===== src/rtl/core/jse_pkg.sv =====
`default_nettype none

package jse_pkg;

    localparam int SEQ_LEN = 6;
    localparam int CNT_W   = $clog2(SEQ_LEN + 1);

    typedef logic [7:0]       octet_t;
    typedef logic [CNT_W-1:0] cnt_t;

    typedef enum logic [1:0] {
        KIND_OPEN  = 2'd0,
        KIND_DATA  = 2'd1,
        KIND_CLOSE = 2'd2,
        KIND_NONE  = 2'd3
    } kind_t;

    // octets produced for one item, first octet at index 0
    typedef struct packed {
        cnt_t                    count;
        octet_t [SEQ_LEN-1:0]    octets;
    } seq_t;

    localparam octet_t CH_QUOTE     = 8'h22;
    localparam octet_t CH_BACKSLASH = 8'h5c;
    localparam octet_t CH_ZERO      = 8'h30;
    localparam octet_t CH_LOWER_B   = 8'h62;
    localparam octet_t CH_LOWER_F   = 8'h66;
    localparam octet_t CH_LOWER_N   = 8'h6e;
    localparam octet_t CH_LOWER_R   = 8'h72;
    localparam octet_t CH_LOWER_T   = 8'h74;
    localparam octet_t CH_LOWER_U   = 8'h75;
    localparam octet_t CTRL_LIMIT   = 8'h20;
    localparam octet_t UTF8_LEAD    = 8'hc0;
    localparam octet_t UTF8_CONT    = 8'h80;

    localparam octet_t HEX_DIGITS [16] = '{
        8'h30, 8'h31, 8'h32, 8'h33, 8'h34, 8'h35, 8'h36, 8'h37,
        8'h38, 8'h39, 8'h61, 8'h62, 8'h63, 8'h64, 8'h65, 8'h66
    };

    function automatic octet_t hex_digit(input logic [3:0] nib);
        return HEX_DIGITS[nib];
    endfunction

endpackage

`default_nettype wire


===== src/rtl/core/jse_ifs.sv =====
`default_nettype none

interface jse_item_if;
    import jse_pkg::*;
    logic        valid;
    logic        ready;
    logic [1:0]  kind;
    logic [7:0]  data_byte;

    modport source (output valid, output kind, output data_byte, input ready);
    modport sink   (input valid, input kind, input data_byte, output ready);
endinterface

interface jse_octet_if;
    logic        valid;
    logic        ready;
    logic [7:0]  out_byte;
    logic        last_of_run;

    modport source (output valid, output out_byte, output last_of_run, input ready);
    modport sink   (input valid, input out_byte, input last_of_run, output ready);
endinterface

`default_nettype wire


===== src/rtl/core/jse_encode.sv =====
`default_nettype none

module jse_encode
    import jse_pkg::*;
(
    input  wire logic [1:0] kind,
    input  wire logic [7:0] data_byte,
    output seq_t            seq
);

    octet_t short_esc;

    always_comb
    begin
        unique case (data_byte)
            CH_QUOTE:     short_esc = CH_QUOTE;
            CH_BACKSLASH: short_esc = CH_BACKSLASH;
            8'h08:        short_esc = CH_LOWER_B;
            8'h0c:        short_esc = CH_LOWER_F;
            8'h0a:        short_esc = CH_LOWER_N;
            8'h0d:        short_esc = CH_LOWER_R;
            8'h09:        short_esc = CH_LOWER_T;
            default:      short_esc = '0;
        endcase
    end

    always_comb
    begin
        seq.count  = '0;
        seq.octets = '0;
        unique case (kind_t'(kind))
            KIND_OPEN, KIND_CLOSE:
            begin
                seq.count     = cnt_t'(1);
                seq.octets[0] = CH_QUOTE;
            end
            KIND_DATA:
            begin
                priority if (short_esc != '0)
                begin
                    seq.count     = cnt_t'(2);
                    seq.octets[0] = CH_BACKSLASH;
                    seq.octets[1] = short_esc;
                end
                else if (data_byte < CTRL_LIMIT)
                begin
                    seq.count     = cnt_t'(6);
                    seq.octets[0] = CH_BACKSLASH;
                    seq.octets[1] = CH_LOWER_U;
                    seq.octets[2] = CH_ZERO;
                    seq.octets[3] = CH_ZERO;
                    seq.octets[4] = hex_digit(data_byte[7:4]);
                    seq.octets[5] = hex_digit(data_byte[3:0]);
                end
                else if (!data_byte[7])
                begin
                    seq.count     = cnt_t'(1);
                    seq.octets[0] = data_byte;
                end
                else
                begin
                    // two-octet utf-8 form
                    seq.count     = cnt_t'(2);
                    seq.octets[0] = UTF8_LEAD | {6'b0, data_byte[7:6]};
                    seq.octets[1] = UTF8_CONT | {2'b0, data_byte[5:0]};
                end
            end
            default:
            begin
                seq.count = '0;
            end
        endcase
    end

endmodule

`default_nettype wire


===== src/rtl/core/jse_out_buf.sv =====
`default_nettype none

module jse_out_buf
    import jse_pkg::*;
(
    input  wire logic       clk,
    input  wire logic       rst_n,
    input  wire logic       load,
    input  wire seq_t       seq,
    output logic            can_load,
    jse_octet_if.source     octets
);

    cnt_t                 count_reg, count_next;
    octet_t [SEQ_LEN-1:0] bytes_reg, bytes_next;
    logic                 pop;

    assign octets.valid       = (count_reg != '0);
    assign octets.out_byte    = bytes_reg[0];
    assign octets.last_of_run = (count_reg == cnt_t'(1));

    assign pop      = octets.valid && octets.ready;
    // free now, or the final word of the run leaves this cycle
    assign can_load = (count_reg == '0) || (pop && count_reg == cnt_t'(1));

    always_comb
    begin
        count_next = count_reg;
        bytes_next = bytes_reg;
        if (load)
        begin
            count_next = seq.count;
            bytes_next = seq.octets;
        end
        else if (pop)
        begin
            count_next = count_reg - cnt_t'(1);
            for (int i = 0; i < SEQ_LEN - 1; i++)
            begin
                bytes_next[i] = bytes_reg[i+1];
            end
        end
    end

    always_ff @(posedge clk or negedge rst_n)
    begin
        if (!rst_n)
        begin
            count_reg <= '0;
        end
        else
        begin
            count_reg <= count_next;
        end
    end

    always_ff @(posedge clk)
    begin
        bytes_reg <= bytes_next;
    end

    a_load_when_free: assert property (@(posedge clk) disable iff (!rst_n)
        load |-> can_load)
        else $error("run loaded over words not yet taken");

    a_load_nonempty: assert property (@(posedge clk) disable iff (!rst_n)
        load |=> octets.valid)
        else $error("loaded run shows no word");

    a_count_range: assert property (@(posedge clk) disable iff (!rst_n)
        count_reg <= cnt_t'(SEQ_LEN))
        else $error("run length out of range");

    a_count_step: assert property (@(posedge clk) disable iff (!rst_n)
        (pop && !load) |=> (count_reg == $past(count_reg) - cnt_t'(1)))
        else $error("taken word not retired");

endmodule

`default_nettype wire


===== src/rtl/core/json_string_escaper_latin1.sv =====
// channel   dir   fields                    meaning
// items     in    kind[1:0], data_byte[7:0]  open, data byte, close
// octets    out   out_byte[7:0], last_of_run one utf-8 json octet
//
// an item is registered, encoded in one pass and loaded as a run of 1..6 words
// one word per cycle leaves the run register while octets.ready is high; a run
// holds 1 word for plain bytes and quotes, 2 for short escapes and
// high bytes, 6 for \u00xx; kind 3 is dropped with no word
// items are taken while a finished run still waits on octets.ready
// asynchronous active-low reset empties both registers

`default_nettype none

module json_string_escaper_latin1
    import jse_pkg::*;
(
    input  wire logic   clk,
    input  wire logic   rst_n,
    jse_item_if.sink    items,
    jse_octet_if.source octets
);

    logic        hold_valid_reg, hold_valid_next;
    logic [1:0]  kind_reg;
    logic [7:0]  byte_reg;
    seq_t        seq;
    logic        can_load;
    logic        load;
    logic        advance;
    logic        take;

    jse_encode u_encode (
        .kind      (kind_reg),
        .data_byte (byte_reg),
        .seq       (seq)
    );

    jse_out_buf u_out_buf (
        .clk      (clk),
        .rst_n    (rst_n),
        .load     (load),
        .seq      (seq),
        .can_load (can_load),
        .octets   (octets)
    );

    // an empty run just leaves the input register
    assign advance     = hold_valid_reg && ((seq.count == '0) || can_load);
    assign load        = hold_valid_reg && (seq.count != '0) && can_load;
    assign items.ready = !hold_valid_reg || advance;
    assign take        = items.valid && items.ready;

    always_comb
    begin
        hold_valid_next = hold_valid_reg;
        if (take)
        begin
            hold_valid_next = 1'b1;
        end
        else if (advance)
        begin
            hold_valid_next = 1'b0;
        end
    end

    always_ff @(posedge clk or negedge rst_n)
    begin
        if (!rst_n)
        begin
            hold_valid_reg <= 1'b0;
        end
        else
        begin
            hold_valid_reg <= hold_valid_next;
        end
    end

    always_ff @(posedge clk)
    begin
        if (take)
        begin
            kind_reg <= items.kind;
            byte_reg <= items.data_byte;
        end
    end

    a_hold_stalls: assert property (@(posedge clk) disable iff (!rst_n)
        (hold_valid_reg && !advance) |=> (hold_valid_reg && $stable(kind_reg)
            && $stable(byte_reg)))
        else $error("held word lost while stalled");

    a_load_from_hold: assert property (@(posedge clk) disable iff (!rst_n)
        load |-> hold_valid_reg)
        else $error("run loaded with nothing held");

endmodule

`default_nettype wire

===== src/flat_wrapper.sv =====
// flat-port wrapper written by rule: the top's interface ports become plain ports
module json_string_escaper_latin1_flat import jse_pkg::*;
  (clk, rst_n, items_valid, items_kind, items_data_byte, items_ready, octets_valid, octets_out_byte, octets_last_of_run, octets_ready);
  jse_item_if items_i ();
  jse_octet_if octets_i ();
  input  wire logic clk;
  input  wire logic rst_n;
  input wire logic [$bits(items_i.valid)-1:0] items_valid;
  input wire logic [$bits(items_i.kind)-1:0] items_kind;
  input wire logic [$bits(items_i.data_byte)-1:0] items_data_byte;
  output wire logic [$bits(items_i.ready)-1:0] items_ready;
  output wire logic [$bits(octets_i.valid)-1:0] octets_valid;
  output wire logic [$bits(octets_i.out_byte)-1:0] octets_out_byte;
  output wire logic [$bits(octets_i.last_of_run)-1:0] octets_last_of_run;
  input wire logic [$bits(octets_i.ready)-1:0] octets_ready;
  assign items_i.valid = items_valid;
  assign items_i.kind = items_kind;
  assign items_i.data_byte = items_data_byte;
  assign items_ready = items_i.ready;
  assign octets_valid = octets_i.valid;
  assign octets_out_byte = octets_i.out_byte;
  assign octets_last_of_run = octets_i.last_of_run;
  assign octets_i.ready = octets_ready;
  json_string_escaper_latin1 u_core (.clk(clk), .rst_n(rst_n), .items(items_i), .octets(octets_i));
endmodule

===== config.mk =====
export PLATFORM = sky130hd
export DESIGN_NAME = json_string_escaper_latin1_flat
export DESIGN_NICKNAME = d
export VERILOG_FILES = /design/src/rtl/core/jse_pkg.sv /design/src/rtl/core/jse_ifs.sv /design/src/rtl/core/jse_encode.sv /design/src/rtl/core/jse_out_buf.sv /design/src/rtl/core/json_string_escaper_latin1.sv /design/src/flat_wrapper.sv
export SDC_FILE = /design/constraint.sdc
export NUM_CORES = 1
export LEC_CHECK = 0
export ABC_AREA = 1
export BUFFER_PORTS_ARGS = -buffer_cell sky130_fd_sc_hd__buf_4
export CAP_MARGIN = 10
export CORE_ASPECT_RATIO = 0.7
export CORE_MARGIN = 2
export CORE_UTILIZATION = 30
export DETAILED_ROUTE_END_ITERATION = 6
export MAX_ROUTING_LAYER = met4
export PLACE_DENSITY_LB_ADDON = 0.15
export RECOVER_POWER = 100
export SYNTH_ARGS = -nofsm -noshare
export SYNTH_HDL_FRONTEND = slang
export SYNTH_SLANG_ARGS = --single-unit

===== constraint.sdc =====
create_clock -name clk -period 6.8 [get_ports clk]
set_input_delay 0.68 -clock clk [delete_from_list [all_inputs] [get_ports clk]]
set_output_delay 0.68 -clock clk [all_outputs]
set_load 0.05 [all_outputs]

==> out/results.ini <==
[route]
via_per_inst=4.42
drt-wirelength-per-cell_um=14.0
wl_um=6530
drc=0
drtAntennaViolNets=0
drtIter0Drc=97
via_count=2055
drtPass1Iterations=4

[final_layout]
drive_above_1_share_pct=13.9
areaGrowthSynthToFinish_pct=13.7
fin_nets=357
largest_reg_flops=36
diodes=0
nFillCells=1042

[pwr]
intPower_uw=981
swShare_pct=37.6
seq_power_share_pct=40.8
p_clk_share_pct=28.2
power_leakage_nw=1.51
powerDensity_nw_per_um2=448
p_sw_uw=591
max-vdd-ir-drop_v=0.000145
pwr-share-comb_pct=31.0

[placement]
post-place-ws_ps=4270
gp_congestion=0.870
io_buffer_count=24
post-dp-hpwl_um=4800

[critical_path]
rr_worst_depth=12
cp_max_fo=27
cp.required_ps=7000
r2r_setup_slack_ps=2560
cp.arrival_ps=4440
critPathKind=reg -> reg
critPathLaunchType=flip-flop
endpoint_kind=flip-flop
cp-endpoint=u_core.u_out_buf.octets.out_byte[3]
cp-startpoint=u_core.u_out_buf.count_reg[1]
rr_startpoint=u_core.u_out_buf.count_reg[1]
rr_endpoint=u_core.u_out_buf.octets.out_byte[3]

[die]
die_area_um2=11100
io-pin-count=25
core_um2=9830
die_h_um=88.8
num_rows=30
fp.dieW_um=125
start_util_pct=31.4

[sta]
rsz0062_at_grt=false
hold_viol=0
tns_ps=0
skew_ps=6.61
setup-violations-final=0
setup_slack_ps=2560
worstMarginPinSlew_ps=2460
fin_crit_ps=4240
slew_viol_final=68
maxSlewHeadroom_pct=-63.7
period_share_pct=62.4
fmax_mhz=236

[clock_tree]
cts_hold_buf=0
cts.path.max_buffers=2
cts_setup_buffers=0
cts_sinks=58
cts_max_level=3
cts_made_buffers=9
cts-root-buf=clkbuf_16
cts_tree=built
cts_resized=0
insertion_delay_ps=330
clk_pin_slew_worst_paths_ps=50

[synth]
yosysTopAreaCellShare_pct=52.6
ys_warn_count=0
syn_area_um2=3080
synth_area_leaders=edfxtp_1 (53%), nand2_1 (9.1%), nor2_1 (5.5%), ha_1 (4.5%), inv_1 (4.3%)
synthCells=311
syn_avg_cell_area_um2=9.92
post-synth-top-count-cell=nand2_1
synth.yosys.seq_area_share_pct=55.8
syn-num-nets=336
yosysUniqueCellTypes=31
synthTopCellsByCount=nand2_1 (75), edfxtp_1 (54), nor2_1 (45), inv_1 (35)
synthFlopType=edfxtp_1
ys_ff_latch=58
synth_edf_count=54
yosys.area.top_type=edfxtp_1
async_flop_share_pct=6.90

[run_status]
status=finished with violations
failed_checks=capacitance limit, slew limit

[global_routing]
grt_pass1_vias=2094
antenna_found_initial=0
grt_max_degree=40
grt_pass1_wl_um=10900
overflow=0
grtUsageTotal_pct=13.5

[min_path]
hold_path_class=in -> async

[flow_run]
max_cap_viol_count=2

power by group through the flow:
stage / sequential (mW) / combinational [mW] / clock, mW
6_report: 0.641 / 0.487 / 0.443
4_1_cts: 0.639 / 0.540 / 0.456
3_3_place_gp: 0.646 / 0.533 / 0
2_1_floorplan: 0.622 / 0.439 / 0
5_1_grt: 0.657 / 0.549 / 0.471
3_5_place_dp: 0.644 / 0.538 / 0
per-stage QoR:
step                instances  hold WS (ps)  total power, mW  utilization (%)  instance area (um^2)
detailed placement        449           467             1.18             34.0                  3340
floorplan                 311           384             1.06                -                  3080
global route              465           195             1.68             35.6                  3510
global placement          449           473             1.18             34.0                  3340
finish                    465           183             1.57             35.6                  3510
CTS                       465           126             1.63             37.0                  3630
area by class of cell:
cell class                 count  area (um^2)  area share (%)
clock buffer                   9          225            6.42
clock inverter                 7         68.8            1.96
inverter                      39          149            4.25
multi-input combinational    199         1040            29.7
sequential                    58         1720            49.1
tap                          128          160            4.57
timing repair buffer          25          139            3.96
cell families (layout without fill, tap and decap cells):
kind of cell / Yosys count / count (layout) / synth area share [%]
AO/OA/AOI/OAI: 30 / 30 / 5.84
XOR/XNOR: 1 / 1 / 0.284
buffers and inverters: 54 / 80 / 8.15
adder cells (fa/ha/maj): 11 / 11 / 4.46
AND/OR/NAND/NOR: 157 / 157 / 25.4
flip-flops: 58 / 58 / 55.8
worst min-delay path by stage:
stage	slack, ps	cells past startpoint	startpoint	endpoint
floorplan	380	0	rst_n	u_core.hold_valid_reg
global placement	470	2	u_core.u_out_buf.count_reg[1]	u_core.u_out_buf.count_reg[1]
detailed placement	470	2	u_core.u_out_buf.count_reg[1]	u_core.u_out_buf.count_reg[1]
CTS	130	1	rst_n	u_core.hold_valid_reg
global route	200	1	rst_n	u_core.hold_valid_reg
finish	180	1	rst_n	u_core.hold_valid_reg
metal layers:
| layer | vias to the layer above | part of all wire, % | track usage [%] | wire (um) |
|---|---|---|---|---|
| met5 | - | 0 | - | 0 |
| met3 | 9 | 5.0 | 4.96 | 325 |
| met1 | 961 | 53 | 18.7 | 3460 |
| met4 | 0 | 1.3 | 4.04 | 86 |
| met2 | 33 | 41 | 18.1 | 2660 |
| li1 | 1052 | - | - | - |
worst max-delay path, stage by stage (launching register included):
cell and delay (ps):
dfrtp_1 370, inv_1 100, ha_1 150, inv_1 40, nor2_1 150, nand2_2 70, a21oi_1 1820, inv_4 390
nor2_1 640, inv_2 100, nor2_1 140, nand2_1 70, nand2_1 50
cells in the final DEF, fill, tap and decap left out, types with 2 or more instances in the layout:
cell and count:
nand2_1 77, dfrtp_1 4, buf_4 2, clkinv_2 3
nor2_1 49, o211ai_1 2, inv_2 3, nand4_1 2
clkbuf_4 10, clkinvlp_4 2, edfxtp_1 54, ha_1 11
o21ai_0 10, nand2_4 2, a221oi_1 2, nand3_4 3
clkbuf_16 9, inv_1 35, nand2_2 3, nor2_4 2
nand3_1 13, nor2_2 3, clkbuf_1 13, a21oi_1 14
(Power assumes the default switching activity.)
